--- config.mk ---
export PLATFORM = sky130hd
export DESIGN_NAME = ppid_mult
export DESIGN_NICKNAME = d
export VERILOG_FILES = /design/src/hw/rtl/positional_pid_with_integral_window_assert.svh /design/src/hw/rtl/ppid_pkg.sv /design/src/hw/rtl/ppid_mult.sv
export SDC_FILE = /design/constraint.sdc
export NUM_CORES = 2
export LEC_CHECK = 0
export BUFFER_PORTS_ARGS = -buffer_cell sky130_fd_sc_hd__buf_2
export CAP_MARGIN = 20
export CORE_MARGIN = 2
export CORE_UTILIZATION = 50
export CTS_BUF_LIST = sky130_fd_sc_hd__clkbuf_8 sky130_fd_sc_hd__clkbuf_16
export CTS_CLUSTER_SIZE = 14
export DETAILED_ROUTE_END_ITERATION = 12
export PLACE_DENSITY_LB_ADDON = 0.05
export SLEW_MARGIN = 20
export SYNTH_ARGS = -nofsm -noshare
export SYNTH_HDL_FRONTEND = slang
export SYNTH_SLANG_ARGS = --single-unit
--- constraint.sdc ---
create_clock -name clk -period 10.2 [get_ports clk]
set_clock_uncertainty 0.05 [all_clocks]
set_input_delay 2.04 -clock clk [delete_from_list [all_inputs] [get_ports clk]]
set_output_delay 2.04 -clock clk [all_outputs]
set_load 0.03 [all_outputs]
--- src/hw/rtl/positional_pid_with_integral_window_assert.svh ---
// Assertion macros used by the ppid_integ module.
// Each macro expects clk and arst_n to be visible where it is used.
`ifndef POSITIONAL_PID_WITH_INTEGRAL_WINDOW_ASSERT_SVH
`define POSITIONAL_PID_WITH_INTEGRAL_WINDOW_ASSERT_SVH

// The consequent must hold in the same cycle as the antecedent.
`define PPID_ASSERT_NOW(lbl, ante, cons, msg) \
	lbl: assert property (@(posedge clk) disable iff (!arst_n) (ante) |-> (cons)) \
		else $error(msg);

// The consequent must hold in the cycle after the antecedent.
`define PPID_ASSERT_NEXT(lbl, ante, cons, msg) \
	lbl: assert property (@(posedge clk) disable iff (!arst_n) (ante) |=> (cons)) \
		else $error(msg);

`endif

--- src/hw/rtl/ppid_pkg.sv ---
package ppid_pkg;

	localparam int POS_WIDTH      = 16;
	localparam int GAIN_FRAC_BITS = 8;

	localparam int GAIN_W     = 16;
	localparam int LIMIT_W    = 31;
	localparam int WIN_W      = 16;
	localparam int OUT_W      = 32;
	localparam int SUM_W      = 32;
	localparam int CFG_IDX_W  = 3;
	localparam int CFG_DATA_W = 32;

	// Error and its difference from the previous tick.
	localparam int E_W   = POS_WIDTH + 1;
	localparam int DE_W  = POS_WIDTH + 2;
	localparam int ACC_W = ((E_W > SUM_W) ? E_W : SUM_W) + 1;
	localparam int MAG_W = E_W;
	localparam int CMP_W = (MAG_W > WIN_W) ? MAG_W : WIN_W;

	// Scaled terms; gains are widened by a zero sign bit before multiplying.
	localparam int P_W   = GAIN_W + 1 + E_W;
	localparam int I_W   = GAIN_W + 1 + SUM_W;
	localparam int D_W   = GAIN_W + 1 + DE_W;
	localparam int LIM_W = LIMIT_W + GAIN_FRAC_BITS + 1;
	localparam int CL_W  = ((I_W > LIM_W) ? I_W : LIM_W) + 1;
	localparam int PD_W  = ((P_W > D_W) ? P_W : D_W) + 1;
	localparam int TOT_W = ((PD_W > I_W) ? PD_W : I_W) + 1;

	localparam logic [CFG_IDX_W-1:0] REG_PROP_GAIN   = CFG_IDX_W'(0);
	localparam logic [CFG_IDX_W-1:0] REG_INTEG_GAIN  = CFG_IDX_W'(1);
	localparam logic [CFG_IDX_W-1:0] REG_DERIV_GAIN  = CFG_IDX_W'(2);
	localparam logic [CFG_IDX_W-1:0] REG_INTEG_LIMIT = CFG_IDX_W'(3);
	localparam logic [CFG_IDX_W-1:0] REG_ERR_WINDOW  = CFG_IDX_W'(4);
	localparam logic [CFG_IDX_W-1:0] REG_OUT_MAX     = CFG_IDX_W'(5);
	localparam logic [CFG_IDX_W-1:0] REG_OUT_MIN     = CFG_IDX_W'(6);

	typedef struct packed {
		logic [GAIN_W-1:0]  prop_gain;
		logic [GAIN_W-1:0]  integ_gain;
		logic [GAIN_W-1:0]  deriv_gain;
		logic [LIMIT_W-1:0] integ_term_limit;
		logic [WIN_W-1:0]   error_window;
		logic [OUT_W-1:0]   out_max;
		logic [OUT_W-1:0]   out_min;
	} cfg_t;

	typedef struct packed {
		logic [E_W-1:0]   e;
		logic [DE_W-1:0]  de;
		logic [SUM_W-1:0] sum;
	} err_t;

	typedef struct packed {
		logic [P_W-1:0] p;
		logic [I_W-1:0] i;
		logic [D_W-1:0] d;
	} prod_t;

endpackage

--- src/hw/rtl/ppid_mult.sv ---
module ppid_mult import ppid_pkg::*; (
	input  logic              clk,
	input  logic              arst_n,
	input  logic              err_valid,
	input  err_t              err,
	output logic              err_ready,
	input  logic [GAIN_W-1:0] prop_gain,
	input  logic [GAIN_W-1:0] integ_gain,
	input  logic [GAIN_W-1:0] deriv_gain,
	output logic              prod_valid,
	output prod_t             prod,
	input  logic              prod_ready
);

	logic  valid_s3;
	prod_t prod_s3;

	logic                  en3;
	logic signed [P_W-1:0] p_c;
	logic signed [I_W-1:0] i_c;
	logic signed [D_W-1:0] d_c;

	assign en3       = !valid_s3 || prod_ready;
	assign err_ready = en3;

	// Gains are unsigned, so each gets a zero sign bit before the signed multiply.
	assign p_c = $signed({1'b0, prop_gain}) * $signed(err.e);
	assign i_c = $signed({1'b0, integ_gain}) * $signed(err.sum);
	assign d_c = $signed({1'b0, deriv_gain}) * $signed(err.de);

	always_ff @(posedge clk or negedge arst_n) begin
		if (!arst_n) begin
			valid_s3 <= 1'b0;
		end else if (en3) begin
			valid_s3 <= err_valid;
		end
	end

	always_ff @(posedge clk) begin
		if (en3 && err_valid) begin
			prod_s3.p <= p_c;
			prod_s3.i <= i_c;
			prod_s3.d <= d_c;
		end
	end

	assign prod_valid = valid_s3;
	assign prod       = prod_s3;

endmodule

==> results.md <==
- DRC: 0
- Slew at the pin with the worst max-slew slack: 0.916 ns
- RePlAce Congestion: 0.880
- Initial core utilization: 50.5%
- Hold buffer count at cts: 0
- Max stage delay on crit path: 0.77 ns
- Final min period: 8.46 ns
- Post-synthesis cell area: 42,200 um^2
- I/O pin cnt: 239
- CP required: 10.47 ns
- WS Path Type: primary input to flop
- Final wirelength: 105,000 um
- Cell Chain, Critical Path: buf_2 > nand2_1 > fa_1 > fa_1 > inv_1 > fa_1 > fa_1 > fa_1 > inv_1 > fa_1 > inv_1 > ha_1 > and3_1 > and2_1 > a221oi_1 > o21ai_0 > a21oi_1 > mux2_2 > a41o_1 > a211oi_1
- Yosys top cell by area: fa_1
- Layout cells sized above 1: 6.13%
- Clock Latency Late Sink: 0.50 ns
- Buf/Inv on CP: 4
- Detailed Routing Iterations Pass 1: 5
- FF/Latch Area: 3570 um^2
- Die Ht: 295 um
- Maximum clock frequency: 118 MHz
- CTS root buf: clkbuf_16
- Hold path depth: 2
- Vias in the first global route: 31,869
- Worst setup margin: 1.74 ns
- Sequential share of the synthesized area: 8.45%
- CTS clk-pin slew, worst paths: 0.07 ns
- Final Max Tran Viols: 0
- CP max stage cell: fa_1
- Pin count of the biggest net entering global routing: 57
- Synth Warn #: 0
- Final Non-Filler Cells: 5,803
- CORE AREA: 83,700 um^2
- Final Hold Fails: 0
- Area of the multi-input gates: 33,500 um^2
- Setup Buffers After CTS: 0
- Post-synth EDFFs: 118
- TritonCTS Buffers: 17
- Grt total ovfl: 0
- Period utilization: 83.0%
- Chip width: 295 um
- Syn_nets: 6,013
- WL per Instance: 18.0 um
- Setup_tns: 0 ns
- Via/cell ratio: 5.10
- RR Startpoint: prod_valid
- Max cap viols: 0
- H-tree depth: 4
- HPWL after DPL: 85,700 um
- Diodes inserted: 0
- Mapped Avg Cell Area: 9.24 um^2
- Final ANT Viol Nets: 0
- Cell count after synthesis: 4,569
- Most Frequent Cell on Critical Path: fa_1
- Pre-CTS setup slack: 1.21 ns
- Rel. slew slack: 38.0%
- CP Launch Type: primary input
- R2r setup slk: 7.37 ns
- CP max FO: 32
- Final setup vio count: 0
- Post-layout net count: 6,100
- Hold Path Sink: prod_valid
- Crit Reg-Reg Endpoint: prod[35]
- Outcome: finished clean
- FILL cells: 8,019
- CTS resizes: 0
- CP top delay family: adder cells
- Post-synthesis register bit count: 119
- PortBufs: 238
- Top FF cell, synth: edfxtp_1
- GRT Total Usage: 25.8%
- Distinct cell type count after synthesis: 62
- Async set or reset register ratio after synthesis: 0.840%
- Initial antenna violation count: 1
- Routed vias: 29,587
- Largest cells by area after synthesis: fa_1, inv_1, ha_1
- Critical path arrival: 8.74 ns
- 1st-iter DRT viols: 1,388
- Min-delay worst type: flop to flop
- First-pass GRT wire length: 173,000 um
- Top-area cell type share of the netlist area: 47.0%
- Dpl cells: 5,771
- Type of destination of the critical path: flop
- Rows: 106
- Unrepaired setup endpoints after global routing: no
- Area grow syn2layout: 6.19%
- CTS Sinks: 119
- Clock tree buffer depth: 2
- Die Area: 86,800 um^2
- FF-to-FF path depth: 4
- Worst Hold Launch: prod_valid
- CTS tree: yes
## cells in the final DEF, fill, tap and decap left out, drive strengths merged, types with 15 or more instances in the layout
| master | netlist | routed |
|---|---|---|
| xnor2 | 66 | 66 |
| xor2 | 36 | 36 |
| nand3 | 28 | 28 |
| clkbuf | 175 | 17 |
| a21oi | 97 | 97 |
| nor2 | 64 | 64 |
| inv | 1212 | 1218 |
| nand2 | 625 | 625 |
| nor2b | 15 | 15 |
| nand2b | 23 | 23 |
| edfxtp | 118 | 118 |
| nor3 | 26 | 26 |
| a21o | 45 | 45 |
| o21bai | 16 | 16 |
| ha | 334 | 334 |
| buf | 0 | 243 |
| and2 | 499 | 499 |
| o21ai | 48 | 48 |
| fa | 991 | 991 |
## stage by stage
step | cell area, um^2 | utilization, % | hold WS [ns]
after floorplan | 42200 | - | 0.875
after detailed placement | 44200 | 52.8 | 0.591
after global placement | 44200 | 52.8 | 0.592
final | 44800 | 53.6 | 0.569
after CTS | 44800 | 53.6 | 0.612
after global routing | 44800 | 53.6 | 0.629
## layer usage
layer	up-vias	GRT usage, %	wire length, um
met5	-	0	0
met4	0	7.44	2780
met3	110	3.42	4650
met2	626	43.9	51600
met1	15313	34.7	45500
li1	13538	-	-
## worst max path at each step
stage / start / to / cells after the start
finish: integ_gain[2] / prod[82] / 20
detailed placement: integ_gain[2] / prod[82] / 20
global route: integ_gain[2] / prod[82] / 20
floorplan: integ_gain[2] / prod[82] / 20
CTS: integ_gain[2] / prod[82] / 20
global placement: integ_gain[2] / prod[82] / 20
## sequential cells by signal, indices dropped and copies added (netlist names)
register and flops:
prod 118, prod_valid 1
## logic make-up (layout without fill, tap and decap cells)
| kind of cell | Yosys count | after routing | share of synthesized area (%) |
|---|---|---|---|
| AOI/OAI and AO/OA | 298 | 298 | 4.56 |
| xor gates and xnor gates | 102 | 102 | 2.12 |
| adders and majority gates | 1325 | 1325 | 56.9 |
| buffers and inverters | 1387 | 1487 | 12.3 |
| DFF | 119 | 119 | 8.45 |
| muxes | 4 | 4 | 0.104 |
| and+or+nand+nor | 1334 | 1334 | 15.6 |
## cell usage after synthesis (7+ instances only)
cell,number
a21oi_1,96
o21ai_0,42
ha_1,334
fa_1,991
a211oi_1,13
nand3_1,28
xor2_1,36
o211ai_1,8
a21boi_0,7
nand2b_1,23
a21o_1,45
nand2_1,625
o21a_1,13
and3_1,12
xnor2_1,66
nor2_1,64
nor3_1,26
nor2b_1,15
and2_1,499
nand4_1,11
a31oi_1,12
o21bai_1,16
or3_1,8
edfxtp_1,118
clkbuf_1,175
inv_1,1212
## area by class of cell
type / instances / share of cell area, %
Clock buffer: 17 / 0.949
Clock inverter: 15 / 0.435
Inverter: 1212 / 10.1
Multi-Input combinational cell: 3063 / 74.6
Sequential cell: 119 / 7.96
Tap cell: 1134 / 3.16
Timing Repair Buffer: 243 / 2.74
## tightest hold or removal path, delay by kind of cell, from the launching register on
family           cells  cell delay (ns)
and+or+nand+nor      2             0.21
DFF                  1             0.37
Power is not shown: default switching activity piles up to over one toggle a cycle in this logic, so the estimate is an artifact.
