File: src/hw/rtl/positional_pid_with_integral_window_assert.svh
// Assertion macros used by the ppid_integ module.
// Each macro expects clk and arst_n to be visible where it is used.
`ifndef POSITIONAL_PID_WITH_INTEGRAL_WINDOW_ASSERT_SVH
`define POSITIONAL_PID_WITH_INTEGRAL_WINDOW_ASSERT_SVH

// The consequent must hold in the same cycle as the antecedent.
`define PPID_ASSERT_NOW(lbl, ante, cons, msg) \
	lbl: assert property (@(posedge clk) disable iff (!arst_n) (ante) |-> (cons)) \
		else $error(msg);

// The consequent must hold in the cycle after the antecedent.
`define PPID_ASSERT_NEXT(lbl, ante, cons, msg) \
	lbl: assert property (@(posedge clk) disable iff (!arst_n) (ante) |=> (cons)) \
		else $error(msg);

`endif

File: src/hw/rtl/ppid_pkg.sv
package ppid_pkg;

	localparam int POS_WIDTH      = 16;
	localparam int GAIN_FRAC_BITS = 8;

	localparam int GAIN_W     = 16;
	localparam int LIMIT_W    = 31;
	localparam int WIN_W      = 16;
	localparam int OUT_W      = 32;
	localparam int SUM_W      = 32;
	localparam int CFG_IDX_W  = 3;
	localparam int CFG_DATA_W = 32;

	// Error and its difference from the previous tick.
	localparam int E_W   = POS_WIDTH + 1;
	localparam int DE_W  = POS_WIDTH + 2;
	localparam int ACC_W = ((E_W > SUM_W) ? E_W : SUM_W) + 1;
	localparam int MAG_W = E_W;
	localparam int CMP_W = (MAG_W > WIN_W) ? MAG_W : WIN_W;

	// Scaled terms; gains are widened by a zero sign bit before multiplying.
	localparam int P_W   = GAIN_W + 1 + E_W;
	localparam int I_W   = GAIN_W + 1 + SUM_W;
	localparam int D_W   = GAIN_W + 1 + DE_W;
	localparam int LIM_W = LIMIT_W + GAIN_FRAC_BITS + 1;
	localparam int CL_W  = ((I_W > LIM_W) ? I_W : LIM_W) + 1;
	localparam int PD_W  = ((P_W > D_W) ? P_W : D_W) + 1;
	localparam int TOT_W = ((PD_W > I_W) ? PD_W : I_W) + 1;

	localparam logic [CFG_IDX_W-1:0] REG_PROP_GAIN   = CFG_IDX_W'(0);
	localparam logic [CFG_IDX_W-1:0] REG_INTEG_GAIN  = CFG_IDX_W'(1);
	localparam logic [CFG_IDX_W-1:0] REG_DERIV_GAIN  = CFG_IDX_W'(2);
	localparam logic [CFG_IDX_W-1:0] REG_INTEG_LIMIT = CFG_IDX_W'(3);
	localparam logic [CFG_IDX_W-1:0] REG_ERR_WINDOW  = CFG_IDX_W'(4);
	localparam logic [CFG_IDX_W-1:0] REG_OUT_MAX     = CFG_IDX_W'(5);
	localparam logic [CFG_IDX_W-1:0] REG_OUT_MIN     = CFG_IDX_W'(6);

	typedef struct packed {
		logic [GAIN_W-1:0]  prop_gain;
		logic [GAIN_W-1:0]  integ_gain;
		logic [GAIN_W-1:0]  deriv_gain;
		logic [LIMIT_W-1:0] integ_term_limit;
		logic [WIN_W-1:0]   error_window;
		logic [OUT_W-1:0]   out_max;
		logic [OUT_W-1:0]   out_min;
	} cfg_t;

	typedef struct packed {
		logic [E_W-1:0]   e;
		logic [DE_W-1:0]  de;
		logic [SUM_W-1:0] sum;
	} err_t;

	typedef struct packed {
		logic [P_W-1:0] p;
		logic [I_W-1:0] i;
		logic [D_W-1:0] d;
	} prod_t;

endpackage

File: src/hw/rtl/ppid_sum.sv
module ppid_sum import ppid_pkg::*; (
	input  logic               clk,
	input  logic               arst_n,
	input  logic               prod_valid,
	input  prod_t              prod,
	output logic               prod_ready,
	input  logic [LIMIT_W-1:0] integ_term_limit,
	output logic               tot_valid,
	output logic [TOT_W-1:0]   total,
	input  logic               tot_ready
);

	logic            valid_s4;
	logic [PD_W-1:0] pd_s4;
	logic [I_W-1:0]  ic_s4;
	logic             valid_s5;
	logic [TOT_W-1:0] total_s5;

	logic                   en4;
	logic                   en5;
	logic signed [CL_W-1:0] lim_c;
	logic signed [CL_W-1:0] iw_c;
	logic signed [CL_W-1:0] ic_c;
	logic signed [PD_W-1:0] pd_c;

	assign en5        = !valid_s5 || tot_ready;
	assign en4        = !valid_s4 || en5;
	assign prod_ready = en4;

	// The limit is in output units and is scaled up to the gain fraction.
	assign lim_c = CL_W'(integ_term_limit) << GAIN_FRAC_BITS;
	assign iw_c  = CL_W'($signed(prod.i));

	always_comb begin
		ic_c = iw_c;
		if (ic_c > lim_c) begin
			ic_c = lim_c;
		end
		if (ic_c < -lim_c) begin
			ic_c = -lim_c;
		end
	end

	assign pd_c = PD_W'($signed(prod.p)) + PD_W'($signed(prod.d));

	always_ff @(posedge clk or negedge arst_n) begin
		if (!arst_n) begin
			valid_s4 <= 1'b0;
			valid_s5 <= 1'b0;
		end else begin
			if (en4) begin
				valid_s4 <= prod_valid;
			end
			if (en5) begin
				valid_s5 <= valid_s4;
			end
		end
	end

	always_ff @(posedge clk) begin
		if (en4 && prod_valid) begin
			pd_s4 <= pd_c;
			ic_s4 <= ic_c[I_W-1:0];
		end
		if (en5 && valid_s4) begin
			total_s5 <= TOT_W'($signed(pd_s4)) + TOT_W'($signed(ic_s4));
		end
	end

	assign tot_valid = valid_s5;
	assign total     = total_s5;

endmodule

File: config.mk
export PLATFORM = sky130hd
export DESIGN_NAME = ppid_sum
export DESIGN_NICKNAME = d
export VERILOG_FILES = /design/src/hw/rtl/positional_pid_with_integral_window_assert.svh /design/src/hw/rtl/ppid_pkg.sv /design/src/hw/rtl/ppid_sum.sv
export SDC_FILE = /design/constraint.sdc
export NUM_CORES = 1
export LEC_CHECK = 0
export BUFFER_PORTS_ARGS = -buffer_cell sky130_fd_sc_hd__buf_2
export CORE_UTILIZATION = 50
export DETAILED_ROUTE_END_ITERATION = 8
export PLACE_DENSITY = 0.83
export REMOVE_ABC_BUFFERS = 1
export SYNTH_ARGS = -nofsm -noshare
export SYNTH_HDL_FRONTEND = slang
export SYNTH_SLANG_ARGS = --single-unit
File: constraint.sdc
create_clock -name clk -period 3.3 [get_ports clk]
set_input_delay 0 -clock clk [delete_from_list [all_inputs] [get_ports clk]]
set_output_delay 0 -clock clk [all_outputs]
set_load 0.03 [all_outputs]
==> run_results.csv <==
group,metric,value,unit
logic_synthesis,synthMuxAreaShare,3.744,%
route,wl_per_cell,20.16,um
route,wirelength,39330,um
die,die_w,155.8,um
logic_synthesis,synthXorXnorAreaFrac,7.181,%
global_route,grt_start_max_net_pins,86,
finish,drive_gt1_share,35.02,%
worst_hold_path,min_from,"prod[80]",
die,rows,55,
pwr,p_leak,0.007383,uW
route,drcViolationCount,0,
finish,nNetsFinal,1937,
logic_synthesis,ys_types,71,
logic_synthesis,yosys_warnings,0,
placement,gp_congestion,0.9431,
route,dr.first_iter.drc_count,1298,
timing,timing.setup.tns,-65950,ps
die,start_util,51.63,%
worst_setup_path,worstPathArrival,5040,ps
worst_hold_path,whs_path_depth,3,
worst_setup_path,slowest_stage,"or3_4",
finish,layout_commonest_cell,"buf_2",
logic_synthesis,ys_top_cells_by_area,"edfxtp_1, ha_1, xnor2_1, a21oi_1, a21o_1",
finish,layout_common_cells,"buf_2, buf_4, ha_1",
finish,syn_to_final_growth,36.89,%
timing,setup_viol,49,
run_status,violations,"negative setup slack",
logic_synthesis,synth_seq_area_share,34.69,%
logic_synthesis,synth.avg_cell_area,9.778,um2
route,vias,11890,
die,die_area,24280,um2
pwr,irDropWorstVdd,449.4,uV
route,postRouteAntennaNets,0,
timing,tightest_slew,1121,ps
worst_setup_path,required,3550,ps
timing,fin_crit,4795,ps
timing,relSlewSlack,25.25,%
worst_setup_path,r2r.worst_path.cells,10,
logic_synthesis,synth_top_area_share,34.26,%
worst_hold_path,hold_class,"in2reg",
timing,fin_crit_sh,145.3,%
logic_synthesis,synthFlopType,"edfxtp_1",
timing,max_freq,208.6,MHz
route,dr.pass1.iters,7,
die,io_pins,205,
finish,nFillCells,1534,
timing,finalMaxSlewViolations,0,
worst_setup_path,slowest_delay,410,ps
worst_setup_path,r2r_end,"total[49]",
timing,rsz0062_at_grt,"yes",
route,viasPerCell,6.093,
logic_synthesis,syn_inst,1210,
die,core_area,22920,um2
global_route,grt_pass1_vias,11000,
logic_synthesis,synth_edf_count,135,
logic_synthesis,async_flop_share,1.460,%
die,die_h,155.8,um
finish,ff_latch_area,4104,um2
worst_setup_path,cp_common_cell,"a21o_1",
global_route,overflow,0,
finish,layoutNonFillerInstCount,1951,
placement,dp_hpwl,26140,um
worst_setup_path,rrSetupSlack,140,ps
placement,placedCellCount,1880,
logic_synthesis,yosys.area_share.simple,14.45,%
worst_setup_path,r2r_start,"ic_s4[18]",
worst_hold_path,hold_path_end,"ic_s4[45]",
worst_setup_path,path_class,"in2reg",
timing,fin_ws,-1495,ps
clock_tree,root_buffer,"clkbuf_16",
worst_setup_path,start_kind,"primary input",
run_status,status,"complete, but fails checks",
clock_tree,clkSinkCount,137,
logic_synthesis,synth-adder-area-share,17.15,%
clock_tree,cts_buffers,17,
logic_synthesis,synth_top_family_by_area,"compound AO/OA/AOI/OAI gates",
run,maxCapViolations,0,
clock_tree,cts_buffer_depth,2,
pwr,powerDensity,434.5,nW/um2
timing,fin_skew,22.87,ps
logic_synthesis,synth-compound-area-share,19.79,%
global_route,antenna_found_initial,2,
worst_setup_path,cp_max_fo,10,
global_route,grt_pass1_wl,54790,um
logic_synthesis,synth-seq-cells,137,
logic_synthesis,synth_area,11830,um2
clock_tree,htree_levels,4,
placement,io_buffer_count,204,
timing,hold_viol,0,
clock_tree,clk_latency,450,ps
global_route,track_usage,28.87,%
logic_synthesis,synth_largest_area_cell,"edfxtp_1",
finish,multi_input_area,7933,um2
worst_setup_path,endpoint_kind,"register",
clock_tree,clkTransAtPathRegs,70,ps
clock_tree,cts_tree,"done",
how the worst max path moves through the flow:
stage | from | end
after global placement | integ_term_limit[10] | ic_s4[47]
after detailed placement | integ_term_limit[10] | ic_s4[45]
after floorplan | integ_term_limit[10] | ic_s4[0]
final | integ_term_limit[10] | ic_s4[25]
after CTS | integ_term_limit[1] | ic_s4[45]
after global routing | integ_term_limit[10] | ic_s4[25]
report_power, final:
group          switching, uW  total, uW  internal [uW]
Clock                    879       1890           1010
Sequential              83.2       2350           2260
Combinational           1610       2800           1190
state kept, by name, summed over array words and instances, names as in the netlist:
register and flops:
ic_s4 49, pd_s4 36, tot_valid 1, valid_s4 1
total 50
cell families (layout without fill, tap and decap cells):
family,Yosys count,after routing
compound gates,366,366
buf+inv,84,509
simple gates,335,336
other cells,0,2
flops,137,137
fa+ha+maj,161,161
mux,30,30
xor+xnor,97,97
cells in the mapped netlist (all sizes together), types with 23 or more instances:
cell,n
a21o,81
a21oi,136
edfxtp,135
ha,159
inv,57
mux2,30
nand2,50
nand3,32
nand4,23
nor2,109
nor2b,27
o21ai,49
xnor2,79
repair_timing:
item	4_1_cts	5_1_grt
hold buffers	18	0
setup endpoints to repair	49	58
hold endpoints to repair	16	0
pin swaps	39	25
gates cloned	5	3
buffers inserted	6	5
resized for setup	62	82
per-layer routing:
| layer | global-route usage [%] | share of wire (%) | wire [um] |
|---|---|---|---|
| met1 | 35.77 | 38 | 15000 |
| met2 | 48.43 | 47 | 18410 |
| met3 | 4.500 | 8.9 | 3507 |
| met4 | 15.27 | 6.1 | 2410 |
| met5 | 0 | 0 | 0 |
critical path: cells and delay by family:
family	cells	cell delay, ps
buf+inv	6	830
simple gates	4	590
fa+ha+maj	3	790
compound gates	16	2790
area by class of cell:
| type | instances | area share, % |
|---|---|---|
| Antenna cell | 2 | 0.03090 |
| Clock buffer | 17 | 2.627 |
| Clock inverter | 15 | 0.9580 |
| Inverter | 57 | 1.367 |
| Multi-Input combinational cell | 990 | 48.98 |
| Sequential cell | 137 | 25.34 |
| Tap cell | 313 | 2.418 |
| Timing Repair Buffer | 420 | 18.28 |
through the flow:
step	area [um2]	util [%]	worst slack, ps	power [uW]	hold slack (ps)
floorplan	11690	-	-5419	4064	-295.6
global placement	14530	63.39	-1774	4816	-214.9
detailed placement	14530	63.39	-1957	4875	-211.2
CTS	15730	68.63	-1127	6815	26.20
global route	16200	70.67	-1707	7319	35.45
finish	16200	70.67	-1495	7037	34.19
No activity file was read; power rests on OpenSTA's default activity.
