[src/hw/rtl/positional_pid_with_integral_window_assert.svh]
// Assertion macros used by the ppid_integ module.
// Each macro expects clk and arst_n to be visible where it is used.
`ifndef POSITIONAL_PID_WITH_INTEGRAL_WINDOW_ASSERT_SVH
`define POSITIONAL_PID_WITH_INTEGRAL_WINDOW_ASSERT_SVH

// The consequent must hold in the same cycle as the antecedent.
`define PPID_ASSERT_NOW(lbl, ante, cons, msg) \
	lbl: assert property (@(posedge clk) disable iff (!arst_n) (ante) |-> (cons)) \
		else $error(msg);

// The consequent must hold in the cycle after the antecedent.
`define PPID_ASSERT_NEXT(lbl, ante, cons, msg) \
	lbl: assert property (@(posedge clk) disable iff (!arst_n) (ante) |=> (cons)) \
		else $error(msg);

`endif

[src/hw/rtl/ppid_pkg.sv]
package ppid_pkg;

	localparam int POS_WIDTH      = 16;
	localparam int GAIN_FRAC_BITS = 8;

	localparam int GAIN_W     = 16;
	localparam int LIMIT_W    = 31;
	localparam int WIN_W      = 16;
	localparam int OUT_W      = 32;
	localparam int SUM_W      = 32;
	localparam int CFG_IDX_W  = 3;
	localparam int CFG_DATA_W = 32;

	// Error and its difference from the previous tick.
	localparam int E_W   = POS_WIDTH + 1;
	localparam int DE_W  = POS_WIDTH + 2;
	localparam int ACC_W = ((E_W > SUM_W) ? E_W : SUM_W) + 1;
	localparam int MAG_W = E_W;
	localparam int CMP_W = (MAG_W > WIN_W) ? MAG_W : WIN_W;

	// Scaled terms; gains are widened by a zero sign bit before multiplying.
	localparam int P_W   = GAIN_W + 1 + E_W;
	localparam int I_W   = GAIN_W + 1 + SUM_W;
	localparam int D_W   = GAIN_W + 1 + DE_W;
	localparam int LIM_W = LIMIT_W + GAIN_FRAC_BITS + 1;
	localparam int CL_W  = ((I_W > LIM_W) ? I_W : LIM_W) + 1;
	localparam int PD_W  = ((P_W > D_W) ? P_W : D_W) + 1;
	localparam int TOT_W = ((PD_W > I_W) ? PD_W : I_W) + 1;

	localparam logic [CFG_IDX_W-1:0] REG_PROP_GAIN   = CFG_IDX_W'(0);
	localparam logic [CFG_IDX_W-1:0] REG_INTEG_GAIN  = CFG_IDX_W'(1);
	localparam logic [CFG_IDX_W-1:0] REG_DERIV_GAIN  = CFG_IDX_W'(2);
	localparam logic [CFG_IDX_W-1:0] REG_INTEG_LIMIT = CFG_IDX_W'(3);
	localparam logic [CFG_IDX_W-1:0] REG_ERR_WINDOW  = CFG_IDX_W'(4);
	localparam logic [CFG_IDX_W-1:0] REG_OUT_MAX     = CFG_IDX_W'(5);
	localparam logic [CFG_IDX_W-1:0] REG_OUT_MIN     = CFG_IDX_W'(6);

	typedef struct packed {
		logic [GAIN_W-1:0]  prop_gain;
		logic [GAIN_W-1:0]  integ_gain;
		logic [GAIN_W-1:0]  deriv_gain;
		logic [LIMIT_W-1:0] integ_term_limit;
		logic [WIN_W-1:0]   error_window;
		logic [OUT_W-1:0]   out_max;
		logic [OUT_W-1:0]   out_min;
	} cfg_t;

	typedef struct packed {
		logic [E_W-1:0]   e;
		logic [DE_W-1:0]  de;
		logic [SUM_W-1:0] sum;
	} err_t;

	typedef struct packed {
		logic [P_W-1:0] p;
		logic [I_W-1:0] i;
		logic [D_W-1:0] d;
	} prod_t;

endpackage

[src/hw/rtl/ppid_out.sv]
module ppid_out import ppid_pkg::*; (
	input  logic             clk,
	input  logic             arst_n,
	input  logic             tot_valid,
	input  logic [TOT_W-1:0] total,
	output logic             tot_ready,
	input  logic [OUT_W-1:0] out_max,
	input  logic [OUT_W-1:0] out_min,
	output logic             out_valid,
	input  logic             out_ready,
	output logic [OUT_W-1:0] drive_delta
);

	localparam logic [TOT_W-1:0] RND_BIAS = TOT_W'((64'd1 << GAIN_FRAC_BITS) - 64'd1);

	logic             out_valid_q;
	logic [OUT_W-1:0] drive_delta_q;

	logic                    en;
	logic signed [TOT_W-1:0] biased_c;
	logic signed [TOT_W-1:0] q_c;
	logic signed [TOT_W-1:0] max_c;
	logic signed [TOT_W-1:0] min_c;
	logic signed [TOT_W-1:0] clamp_c;

	assign en        = !out_valid_q || out_ready;
	assign tot_ready = en;

	// Adding the bias to negative totals makes the shift truncate toward zero.
	assign biased_c = $signed(total) + $signed(total[TOT_W-1] ? RND_BIAS : '0);
	assign q_c      = biased_c >>> GAIN_FRAC_BITS;
	assign max_c    = TOT_W'($signed(out_max));
	assign min_c    = TOT_W'($signed(out_min));

	// Upper bound first, then lower, so inverted bounds give the lower bound.
	always_comb begin
		clamp_c = q_c;
		if (clamp_c > max_c) begin
			clamp_c = max_c;
		end
		if (clamp_c < min_c) begin
			clamp_c = min_c;
		end
	end

	always_ff @(posedge clk or negedge arst_n) begin
		if (!arst_n) begin
			out_valid_q <= 1'b0;
		end else if (en) begin
			out_valid_q <= tot_valid;
		end
	end

	always_ff @(posedge clk) begin
		if (en && tot_valid) begin
			drive_delta_q <= clamp_c[OUT_W-1:0];
		end
	end

	assign out_valid   = out_valid_q;
	assign drive_delta = drive_delta_q;

endmodule

[config.mk]
export PLATFORM = sky130hd
export DESIGN_NAME = ppid_out
export DESIGN_NICKNAME = d
export VERILOG_FILES = /design/src/hw/rtl/positional_pid_with_integral_window_assert.svh /design/src/hw/rtl/ppid_pkg.sv /design/src/hw/rtl/ppid_out.sv
export SDC_FILE = /design/constraint.sdc
export NUM_CORES = 1
export LEC_CHECK = 0
export BUFFER_PORTS_ARGS = -buffer_cell sky130_fd_sc_hd__buf_2
export CAP_MARGIN = 20
export CORE_UTILIZATION = 30
export DETAILED_ROUTE_END_ITERATION = 10
export GPL_TIMING_DRIVEN = 0
export HOLD_SLACK_MARGIN = 0.1
export SYNTH_ARGS = -nofsm -noshare
export SYNTH_HDL_FRONTEND = slang
export SYNTH_SLANG_ARGS = --single-unit
export TNS_END_PERCENT = 50
[constraint.sdc]
create_clock -name clk -period 2 [get_ports clk]
set_clock_uncertainty 0.2 [all_clocks]
set_input_delay 0.1 -clock clk [delete_from_list [all_inputs] [get_ports clk]]
set_output_delay 0.1 -clock clk [all_outputs]
set_load 0.05 [all_outputs]
==> impl_metrics.csv <==
group,metric,value,unit
run_status,status,"finished with violations",
run_status,violations,"setup timing",
route,viasPerCell,4.89,
grt,grt_max_degree,33,
grt,grt_first_pass_wirelength,22000,microns
timing,period_minus_slack,6.71,ns
placed_design,post-dp-hpwl,11000,microns
critical_path,critPathBufInv,8,
critical_path,cp_top_family,"simple AND/OR/NAND/NOR gates",
timing,timing.hold.ws,0.0852,ns
critical_path,required,1.83,ns
grt,antenna_found_initial,1,
synthesis,syn_nets,737,
floorplan,num_rows,46,
run,drv_cap,0,
clock_tree,tritoncts,"built",
grt,gr-total-overflow,0,
route,routed_wl,14800,microns
route,firstDrtPassIters,4,
finish,final_util,48.1,%
synthesis,synthCells,529,
route,detail-route-antenna-nets,0,
synthesis,yosysUniqueCellTypes,54,
clock_tree,clk_pin_slew_worst_paths,0.06,ns
synthesis,yosysSeqAreaShare,19.9,%
route,dr_total_vias,4779,
clock_tree,cts_max_level,2,
critical_path,cp_slowest_cell,"and4bb_4",
synthesis,syn_area,4940,sq um
floorplan,die_w,130,microns
finish,area_growth,55.6,%
timing,max_slew.worst_pin.slew,0.829,ns
timing,hold_viol_final,0,
floorplan,die_y,130,microns
critical_path,startpoint_type,"input port",
floorplan,start_util,30.9,%
clock_tree,insertion_delay,0.28,ns
clock_tree,clock_path_buffers,2,
route,initialDrtViolationCount,167,
route,drcViolationCount,0,
finish,finalNonFillerCells,978,
synthesis,ys.flop_type,"edfxtp_1",
critical_path,cpPeakStageDelay,0.36,ns
timing,layout_setup_ws,-4.71,ns
power_and_ir_drop,power_density,611,nW/um^2
route,avgRoutedWirePerCell,15.1,microns
timing,rsz0062_at_grt,"yes",
timing,setup_viol,32,
clock_tree,cts_num_sinks,33,
floorplan,design.core.area,16000,sq um
timing,slew_viol_final,0,
critical_path,crit_path_max_fanout,6,
power_and_ir_drop,irDropWorstVdd,305,uV
critical_path,criticalPathCategory,"in -> reg",
synthesis,ys_async_sr_fraction,3.03,%
floorplan,num_io_pins,152,
critical_path,worstPathArrival,6.54,ns
timing,finalCritPeriodShare,336,%
synthesis,synth_edf_count,32,
placed_design,port_buffers,151,
power_and_ir_drop,report.power.total,4.70,mW
clock_tree,cts-buffers-inserted,5,
finish,drive_gt1_share,45.5,%
synthesis,synth_warnings,0,
placed_design,place_inst,896,
grt,grt_usage,16.8,%
timing,fmax,0.149,GHz
floorplan,die_area,17000,sq um
synthesis,ys_ff_latch,33,
finish,num-nets-final,967,
clock_tree,cts_root_buf,"clkbuf_16",
placed_design,routabilityCongestion,0.787,
timing,slew_headroom,44.7,%
critical_path,end_kind,"flop",
synthesis,syn_avg_cell_area,9.34,sq um
power_and_ir_drop,power.leakage,3.65,nW
clock_tree,ctsHoldBuffers,36,
grt,grt_pass1_vias,4601,
hold_path,hold_class,"in -> reg",
-- worst register-to-register path: cells and delay by family (launching register included) --
| kind | cells | cell delay, ns |
|---|---|---|
| and+or+nand+nor | 2 | 0.80 |
| DFF | 1 | 0.37 |
-- synth_stat cells, drive strengths merged, types with 4 or more instances --
| cell type | number | area [sq um] |
|---|---|---|
| nor2 | 14 | 52.6 |
| and3 | 6 | 37.5 |
| mux2 | 73 | 860 |
| buf | 7 | 56.3 |
| nor4 | 5 | 43.8 |
| edfxtp | 32 | 961 |
| a21o | 11 | 82.6 |
| nand4 | 27 | 175 |
| nor3 | 8 | 40.0 |
| nand2 | 30 | 113 |
| o21ai | 11 | 55.1 |
| nor2b | 4 | 25.0 |
| inv | 66 | 248 |
| ha | 90 | 1130 |
| xor2 | 9 | 78.8 |
| a21oi | 29 | 145 |
| nand3 | 23 | 115 |
| a211oi | 7 | 57.6 |
| and4 | 4 | 35.0 |
| xnor2 | 34 | 298 |
-- state kept, by name (all words and copies together), names as in the netlist --
register and flops:
drive_delta 32, out_valid 1
-- area by class of cell --
cell class,instances,area [sq um]
tap,216,270
fill,1553,8310
sequential,33,986
antenna,2,5.00
buffer,9,138
clock buffer,7,143
timing repair buffer,223,1550
clock inverter,1,30.0
inverter,66,248
multi-input combinational,421,4320
-- per-layer routing --
metal / up-vias / wire [microns] / track usage [%]
li1: 2433 / - / -
met3: 16 / 700 / 2.42
met1: 2205 / 6720 / 21.3
met5: - / 0 / 0
met4: 0 / 245 / 5.48
met2: 125 / 7140 / 29.3
-- kinds of logic after synthesis --
group,after synthesis,synth area share [%]
compound gates,80,10.9
xor+xnor,43,7.62
fa+ha+maj,90,22.8
buf+inv,75,6.30
flops,33,19.9
mux,73,17.4
simple gates,135,15.1
-- power breakdown --
group	internal (mW)	switching (mW)	total (mW)
registers	0.909	0.0175	0.926
clock network	0.623	0.311	0.934
logic	1.44	1.40	2.84
-- metrics by stage --
stage	TNS, ns	setup slack, ns	cell area [sq um]
2_1_floorplan	-151.20	-4.21	5200
3_3_place_gp	-190.56	-5.65	6220
3_5_place_dp	-180.22	-5.65	6220
4_1_cts	-148.07	-4.64	7360
5_1_grt	-157.51	-4.95	7680
6_report	-149.92	-4.71	7690
-- cell usage in the layout (no fill, tap or decap), types with 5 or more instances in the layout --
| master | netlist | final |
|---|---|---|
| ha_4 | 0 | 15 |
| a211oi_2 | 1 | 5 |
| buf_12 | 0 | 9 |
| a21o_1 | 11 | 11 |
| o21ai_0 | 10 | 6 |
| edfxtp_1 | 32 | 32 |
| xnor2_1 | 34 | 29 |
| nand2_2 | 0 | 6 |
| mux2_4 | 10 | 38 |
| ha_1 | 90 | 75 |
| dlygate4sd3_1 | 0 | 36 |
| and3_1 | 6 | 6 |
| nor2_1 | 14 | 11 |
| nand4_1 | 26 | 26 |
| xor2_1 | 9 | 9 |
| inv_1 | 66 | 66 |
| clkbuf_16 | 0 | 7 |
| buf_6 | 3 | 9 |
| buf_4 | 1 | 22 |
| a21oi_1 | 29 | 24 |
| buf_2 | 3 | 148 |
| nand3_1 | 23 | 19 |
| mux2_2 | 63 | 35 |
| nand2_1 | 30 | 23 |
| xnor2_2 | 0 | 5 |
-- worst paths after layout --
kind	startpoint	to	slack [ns]	depth (start not counted)
min in group asynchronous	arst_n	out_valid$_DFFE_PN0N_	0.45	3
worst min register to register	out_valid$_DFFE_PN0N_	out_valid$_DFFE_PN0N_	0.85	3
worst max register to register	out_valid$_DFFE_PN0N_	drive_delta[10]$_DFFE_PP_	0.24	2
worst min-delay path	out_max[25]	drive_delta[25]$_DFFE_PP_	0.09	3
max in group asynchronous	arst_n	out_valid$_DFFE_PN0N_	1.05	3
worst max-delay path	total[49]	drive_delta[18]$_DFFE_PP_	-4.71	35
-- repair_timing --
action,in CTS,in global routing
resized for setup,68,32
setup endpoints to repair,32,32
hold endpoints to repair,34,2
buffers inserted,19,12
gates cloned,4,2
pin swaps,31,43
Note: power is estimated with default switching activity, not from simulation.
