<file path="config.mk">
export PLATFORM = sky130hd
export DESIGN_NAME = ppid_integ
export DESIGN_NICKNAME = d
export VERILOG_FILES = /design/src/hw/rtl/ppid_pkg.sv /design/src/hw/rtl/ppid_integ.sv
export VERILOG_INCLUDE_DIRS = /design/src /design/src/hw/rtl
export SDC_FILE = /design/constraint.sdc
export NUM_CORES = 1
export LEC_CHECK = 0
export ABC_AREA = 1
export BUFFER_PORTS_ARGS = -buffer_cell sky130_fd_sc_hd__buf_4
export CORE_UTILIZATION = 54
export DETAILED_ROUTE_END_ITERATION = 8
export PLACE_DENSITY_LB_ADDON = 0.1
export RECOVER_POWER = 50
export SYNTH_ARGS = -nofsm -noshare
export SYNTH_HDL_FRONTEND = slang
export SYNTH_SLANG_ARGS = --single-unit
export TNS_END_PERCENT = 5
</file>
<file path="constraint.sdc">
create_clock -name clk -period 4.3 [get_ports clk]
set_input_delay 0.86 -clock clk [delete_from_list [all_inputs] [get_ports clk]]
set_output_delay 0.86 -clock clk [all_outputs]
set_load 0.02 [all_outputs]
</file>
<file path="src/hw/rtl/positional_pid_with_integral_window_assert.svh">
// Assertion macros used by the ppid_integ module.
// Each macro expects clk and arst_n to be visible where it is used.
`ifndef POSITIONAL_PID_WITH_INTEGRAL_WINDOW_ASSERT_SVH
`define POSITIONAL_PID_WITH_INTEGRAL_WINDOW_ASSERT_SVH

// The consequent must hold in the same cycle as the antecedent.
`define PPID_ASSERT_NOW(lbl, ante, cons, msg) \
	lbl: assert property (@(posedge clk) disable iff (!arst_n) (ante) |-> (cons)) \
		else $error(msg);

// The consequent must hold in the cycle after the antecedent.
`define PPID_ASSERT_NEXT(lbl, ante, cons, msg) \
	lbl: assert property (@(posedge clk) disable iff (!arst_n) (ante) |=> (cons)) \
		else $error(msg);

`endif

</file>
<file path="src/hw/rtl/ppid_pkg.sv">
package ppid_pkg;

	localparam int POS_WIDTH      = 16;
	localparam int GAIN_FRAC_BITS = 8;

	localparam int GAIN_W     = 16;
	localparam int LIMIT_W    = 31;
	localparam int WIN_W      = 16;
	localparam int OUT_W      = 32;
	localparam int SUM_W      = 32;
	localparam int CFG_IDX_W  = 3;
	localparam int CFG_DATA_W = 32;

	// Error and its difference from the previous tick.
	localparam int E_W   = POS_WIDTH + 1;
	localparam int DE_W  = POS_WIDTH + 2;
	localparam int ACC_W = ((E_W > SUM_W) ? E_W : SUM_W) + 1;
	localparam int MAG_W = E_W;
	localparam int CMP_W = (MAG_W > WIN_W) ? MAG_W : WIN_W;

	// Scaled terms; gains are widened by a zero sign bit before multiplying.
	localparam int P_W   = GAIN_W + 1 + E_W;
	localparam int I_W   = GAIN_W + 1 + SUM_W;
	localparam int D_W   = GAIN_W + 1 + DE_W;
	localparam int LIM_W = LIMIT_W + GAIN_FRAC_BITS + 1;
	localparam int CL_W  = ((I_W > LIM_W) ? I_W : LIM_W) + 1;
	localparam int PD_W  = ((P_W > D_W) ? P_W : D_W) + 1;
	localparam int TOT_W = ((PD_W > I_W) ? PD_W : I_W) + 1;

	localparam logic [CFG_IDX_W-1:0] REG_PROP_GAIN   = CFG_IDX_W'(0);
	localparam logic [CFG_IDX_W-1:0] REG_INTEG_GAIN  = CFG_IDX_W'(1);
	localparam logic [CFG_IDX_W-1:0] REG_DERIV_GAIN  = CFG_IDX_W'(2);
	localparam logic [CFG_IDX_W-1:0] REG_INTEG_LIMIT = CFG_IDX_W'(3);
	localparam logic [CFG_IDX_W-1:0] REG_ERR_WINDOW  = CFG_IDX_W'(4);
	localparam logic [CFG_IDX_W-1:0] REG_OUT_MAX     = CFG_IDX_W'(5);
	localparam logic [CFG_IDX_W-1:0] REG_OUT_MIN     = CFG_IDX_W'(6);

	typedef struct packed {
		logic [GAIN_W-1:0]  prop_gain;
		logic [GAIN_W-1:0]  integ_gain;
		logic [GAIN_W-1:0]  deriv_gain;
		logic [LIMIT_W-1:0] integ_term_limit;
		logic [WIN_W-1:0]   error_window;
		logic [OUT_W-1:0]   out_max;
		logic [OUT_W-1:0]   out_min;
	} cfg_t;

	typedef struct packed {
		logic [E_W-1:0]   e;
		logic [DE_W-1:0]  de;
		logic [SUM_W-1:0] sum;
	} err_t;

	typedef struct packed {
		logic [P_W-1:0] p;
		logic [I_W-1:0] i;
		logic [D_W-1:0] d;
	} prod_t;

endpackage

</file>
<file path="src/hw/rtl/ppid_integ.sv">
`include "positional_pid_with_integral_window_assert.svh"

module ppid_integ import ppid_pkg::*; (
	input  logic                 clk,
	input  logic                 arst_n,
	input  logic                 in_valid,
	output logic                 in_ready,
	input  logic [POS_WIDTH-1:0] measured_pos,
	input  logic [POS_WIDTH-1:0] target_pos,
	input  logic                 restart,
	input  logic [WIN_W-1:0]     error_window,
	output logic                 err_valid,
	output err_t                 err,
	input  logic                 err_ready
);

	logic                 valid_s1;
	logic [POS_WIDTH-1:0] meas_s1;
	logic [POS_WIDTH-1:0] targ_s1;
	logic                 restart_s1;
	logic                 valid_s2;
	err_t                 err_s2;
	logic [E_W-1:0]       prev_error_q;
	logic [SUM_W-1:0]     error_sum_q;

	logic                    en2;
	logic                    adv;
	logic signed [E_W-1:0]   e_c;
	logic [MAG_W-1:0]        mag_c;
	logic                    too_far;
	logic signed [E_W-1:0]   prev_c;
	logic signed [DE_W-1:0]  de_c;
	logic signed [SUM_W-1:0] base_c;
	logic signed [ACC_W-1:0] acc_c;
	logic                    fits;
	logic [SUM_W-1:0]        sat_c;
	logic [SUM_W-1:0]        sum_next;

	assign en2      = !valid_s2 || err_ready;
	assign adv      = valid_s1 && en2;
	assign in_ready = !valid_s1 || adv;

	assign e_c     = E_W'($signed(targ_s1)) - E_W'($signed(meas_s1));
	assign mag_c   = e_c[E_W-1] ? MAG_W'(-e_c) : MAG_W'(e_c);
	assign too_far = CMP_W'(mag_c) > CMP_W'(error_window);

	// A restart makes the previous error equal to the present one, so D is zero.
	assign prev_c = restart_s1 ? e_c : $signed(prev_error_q);
	assign de_c   = DE_W'(e_c) - DE_W'(prev_c);
	assign base_c = restart_s1 ? '0 : $signed(error_sum_q);
	assign acc_c  = ACC_W'(base_c) + ACC_W'(e_c);

	// The sum fits when all bits above the signed 32-bit range copy the sign.
	assign fits  = (&acc_c[ACC_W-1:SUM_W-1]) || !(|acc_c[ACC_W-1:SUM_W-1]);
	assign sat_c = fits ? acc_c[SUM_W-1:0] :
		(acc_c[ACC_W-1] ? {1'b1, {(SUM_W-1){1'b0}}} : {1'b0, {(SUM_W-1){1'b1}}});
	assign sum_next = too_far ? '0 : sat_c;

	always_ff @(posedge clk or negedge arst_n) begin
		if (!arst_n) begin
			valid_s1     <= 1'b0;
			valid_s2     <= 1'b0;
			prev_error_q <= '0;
			error_sum_q  <= '0;
		end else begin
			if (in_ready) begin
				valid_s1 <= in_valid;
			end
			if (en2) begin
				valid_s2 <= valid_s1;
			end
			if (adv) begin
				prev_error_q <= e_c;
				error_sum_q  <= sum_next;
			end
		end
	end

	always_ff @(posedge clk) begin
		if (in_valid && in_ready) begin
			meas_s1    <= measured_pos;
			targ_s1    <= target_pos;
			restart_s1 <= restart;
		end
		if (adv) begin
			err_s2.e   <= e_c;
			err_s2.de  <= de_c;
			err_s2.sum <= sum_next;
		end
	end

	assign err_valid = valid_s2;
	assign err       = err_s2;

	`PPID_ASSERT_NEXT(a_window_clears_sum, adv && too_far, error_sum_q == '0,
		"integral not cleared for an error outside the window")
	`PPID_ASSERT_NEXT(a_restart_no_deriv, adv && restart_s1, err_s2.de == '0,
		"derivative difference not zero on a restart item")
	`PPID_ASSERT_NOW(a_stall_full, !in_ready, valid_s1 && valid_s2 && !err_ready,
		"input held off while the front stages have room")

endmodule

</file>
==> flow_summary.ini <==
[synthesis]
synthFlopType = edfxtp_1
synth_nets = 1366
synth_top_cells_by_area = edfxtp_1, dfrtp_1, nand2_1, ha_1, inv_1
syn_avg_cell_area_um2 = 8.091
yosysSeqAreaShare = 0.4293
yosysWarnings = 0
synth.most_common_cell = nand2_1
ys_ff_latch = 151
ys_types = 45
syn-cell-area_um2 = 9968
postSynthCellCount = 1232
synth_largest_area_cell = edfxtp_1
synth_edf_count = 100
ys_async_sr_fraction = 0.3377
synth_top_area_frac = 0.3012
synth_commonest_cells = nand2_1, inv_1, edfxtp_1

[sta]
worst_pin_slew_ns = 3.092
max_slew_margin = -1.061
rsz0062_at_grt = true
setup_viol_count_final = 43
fin_skew_ns = 0.009995
hold_viol = 0
timing.final.crit_period_ns = 4.366
finalMaxSlewViolations = 52
fin_crit_sh = 1.015
timing.final.ws_setup_ns = -0.06574
fmax_mhz = 229.1

[layout]
fin_cells = 1753
stdcell_area_um2 = 13690
multi_input_area_um2 = 5637
nFillCells = 1320
fin_nets = 1645
antenna_cells = 0
layout-drive-gt1-share = 0.2789
area_delta_synth_final_pct = 37.32
regArea_um2 = 4279

[global_routing]
grt_max_degree = 93
grt_pass1_vias = 8808
gr-total-overflow = 0
track_usage = 0.3005
antenna_found_initial = 0
grt_pass1_wl_mm = 43.50

[clock_tree]
cts-buffers-inserted = 17
cts_htree_levels = 4
clkSinkCount = 151
cts_buffer_depth = 2
cts-root-buf = clkbuf_16
holdBufCountCts = 0
clk_pin_slew_ns = 0.06
clock_latency_ns = 0.43
cts_tree = done

[die]
io_pins = 122
rows = 49
initial_core_util = 0.5530
core_um2 = 18020
die_h_um = 137.9
dieWidth_um = 137.9
dieArea_um2 = 19010

[worst_setup_path]
worstSetupPathType = reg -> reg
startpoint_type = flop
cp.arrival_ns = 4.73
setup.worst_path.end_class = flop
worstPathRequired_ns = 4.66
crit_fanout = 7
cp_common_cell = nand2_1
cpPeakStageDelay_ns = 0.33
cpMaxStageDelayCell = fa_2

[detailed_routing]
drt-total-wl_mm = 30.23
drt_pre_antenna_iters = 8
wl_per_cell_um = 17.24
antenna_left = 0
drt-initial-drc-count = 783
viasPerCell = 5.520
drc_errors = 0
vias = 9676

[power_and_ir_drop]
power_density_nw_per_um2 = 723.1
p_leak_nw = 6.558
ir_worst_vdd_mv = 0.5516

[run_status]
violations = max-capacitance violations, max-slew violations, negative setup slack
status = finished with violations

[place]
place.gp.congestion = 0.9171
port_buffers = 121
dpl.cell_count = 1677
placed_cell_area_um2 = 12010
dp.final_hpwl_mm = 19.57

[job]
maxCapViolations = 1

[hold_path]
hp-class = reg -> reg
## power breakdown
part           switching, W  leakage [nW]  internal [W]  total (W)
clock network      0.000608         0.283      0.000930    0.00154
registers          0.000187          1.61       0.00223    0.00241
logic               0.00349          4.67       0.00246    0.00595
total               0.00428          6.56       0.00562    0.00990
## cell usage in the layout, fill, tap and decap left out, types with 5 or more instances in the layout
master     count
a21oi_4        5
inv_2         17
clkbuf_16     19
nand3_2       11
nand2_1      289
buf_4        168
xnor2_1       13
nand3b_1      10
clkbuf_4      35
ha_2           5
a21oi_2       28
a21oi_1       39
nor2_2        14
nand3_1       90
clkbuf_1      65
o21ai_2        6
nor3_1         6
buf_6          8
ha_1          51
edfxtp_1     100
nor2_1        69
ha_4          22
inv_1        174
o21ai_1       12
nand2_2       28
nand4_1       17
o21ai_0       50
xor2_1        38
buf_12         9
dfrtp_1       51
## timing repair
item / 4_1_cts / 5_1_grt
buffers inserted: 15 / 26
cloned: 2 / 2
pin swaps: 9 / 43
endpoints found under the setup margin: 64 / 68
resized for setup: 26 / 178
## layout make-up
| type | instances | share of cell area |
|---|---|---|
| multi-input combinational | 859 | 0.4118 |
| sequential | 151 | 0.3126 |
| timing repair buffer | 289 | 0.1574 |
| inverter | 193 | 0.05356 |
| clock buffer | 21 | 0.03291 |
| tap | 229 | 0.02093 |
| clock inverter | 11 | 0.01079 |
## per-layer routing
metal | track usage | up-vias | share of wire
met5 | 0 | - | 0
met3 | 0.05007 | 96 | 0.068
li1 | - | 4603 | -
met1 | 0.4019 | 4534 | 0.42
met4 | 0.1310 | 0 | 0.045
met2 | 0.4794 | 443 | 0.47
## final timing paths
check / from / endpoint / slack, ns / cells past startpoint
worst min register to register: error_sum_q[23]$_DFFE_PN0P_ / error_sum_q[23]$_DFFE_PN0P_ / 0.48 / 2
worst min-delay path: error_sum_q[23]$_DFFE_PN0P_ / error_sum_q[23]$_DFFE_PN0P_ / 0.48 / 2
worst max register to register: targ_s1[0]$_DFFE_PP_ / error_sum_q[4]$_DFFE_PN0P_ / -0.07 / 29
min in group asynchronous: arst_n / prev_error_q[7]$_DFFE_PN0P_ / 1.44 / 1
worst max-delay path: targ_s1[0]$_DFFE_PP_ / error_sum_q[4]$_DFFE_PN0P_ / -0.07 / 29
max in group asynchronous: arst_n / error_sum_q[29]$_DFFE_PN0P_ / 1.08 / 1
## per-stage QoR
step	hold WS, ns	setup WS [ns]	util	total power [W]	TNS (ns)
6_report	0.4778	-0.06574	0.7594	0.009898	-1.397
5_1_grt	0.5042	-0.2508	0.7594	0.01055	-13.58
4_1_cts	0.4826	0.04258	0.7146	0.009250	0
3_5_place_dp	0.4656	-0.1605	0.6663	0.007360	-7.812
3_3_place_gp	0.4604	-0.07173	0.6663	0.007258	-2.716
2_1_floorplan	0.4478	0.2124	-	0.005557	0
## state kept, by name, summed over array words and instances, names as in the netlist
signal	count
err	67
error_sum_q	32
prev_error_q	17
meas_s1	16
targ_s1	16
err_valid	1
restart_s1	1
valid_s1	1
## critical path, delay by kind of cell, from the launching register on
family	cells	cell delay [ns]
AND/OR/NAND/NOR	12	1.34
AO/OA/AOI/OAI	8	1.03
adder cells (fa/ha/maj)	3	0.78
buffers and inverters	5	0.65
XOR/XNOR	1	0.19
flip-flops	1	0.32
## kinds of logic (layout without fill, tap and decap cells)
group	Yosys count	in the layout	synth area share
xor+xnor	57	57	0.05008
flops	151	151	0.4293
fa+ha+maj	81	81	0.1039
compound gates	170	170	0.09514
simple gates	551	551	0.2338
buf+inv	222	514	0.08774
Power figures use the tool's default switching activity.
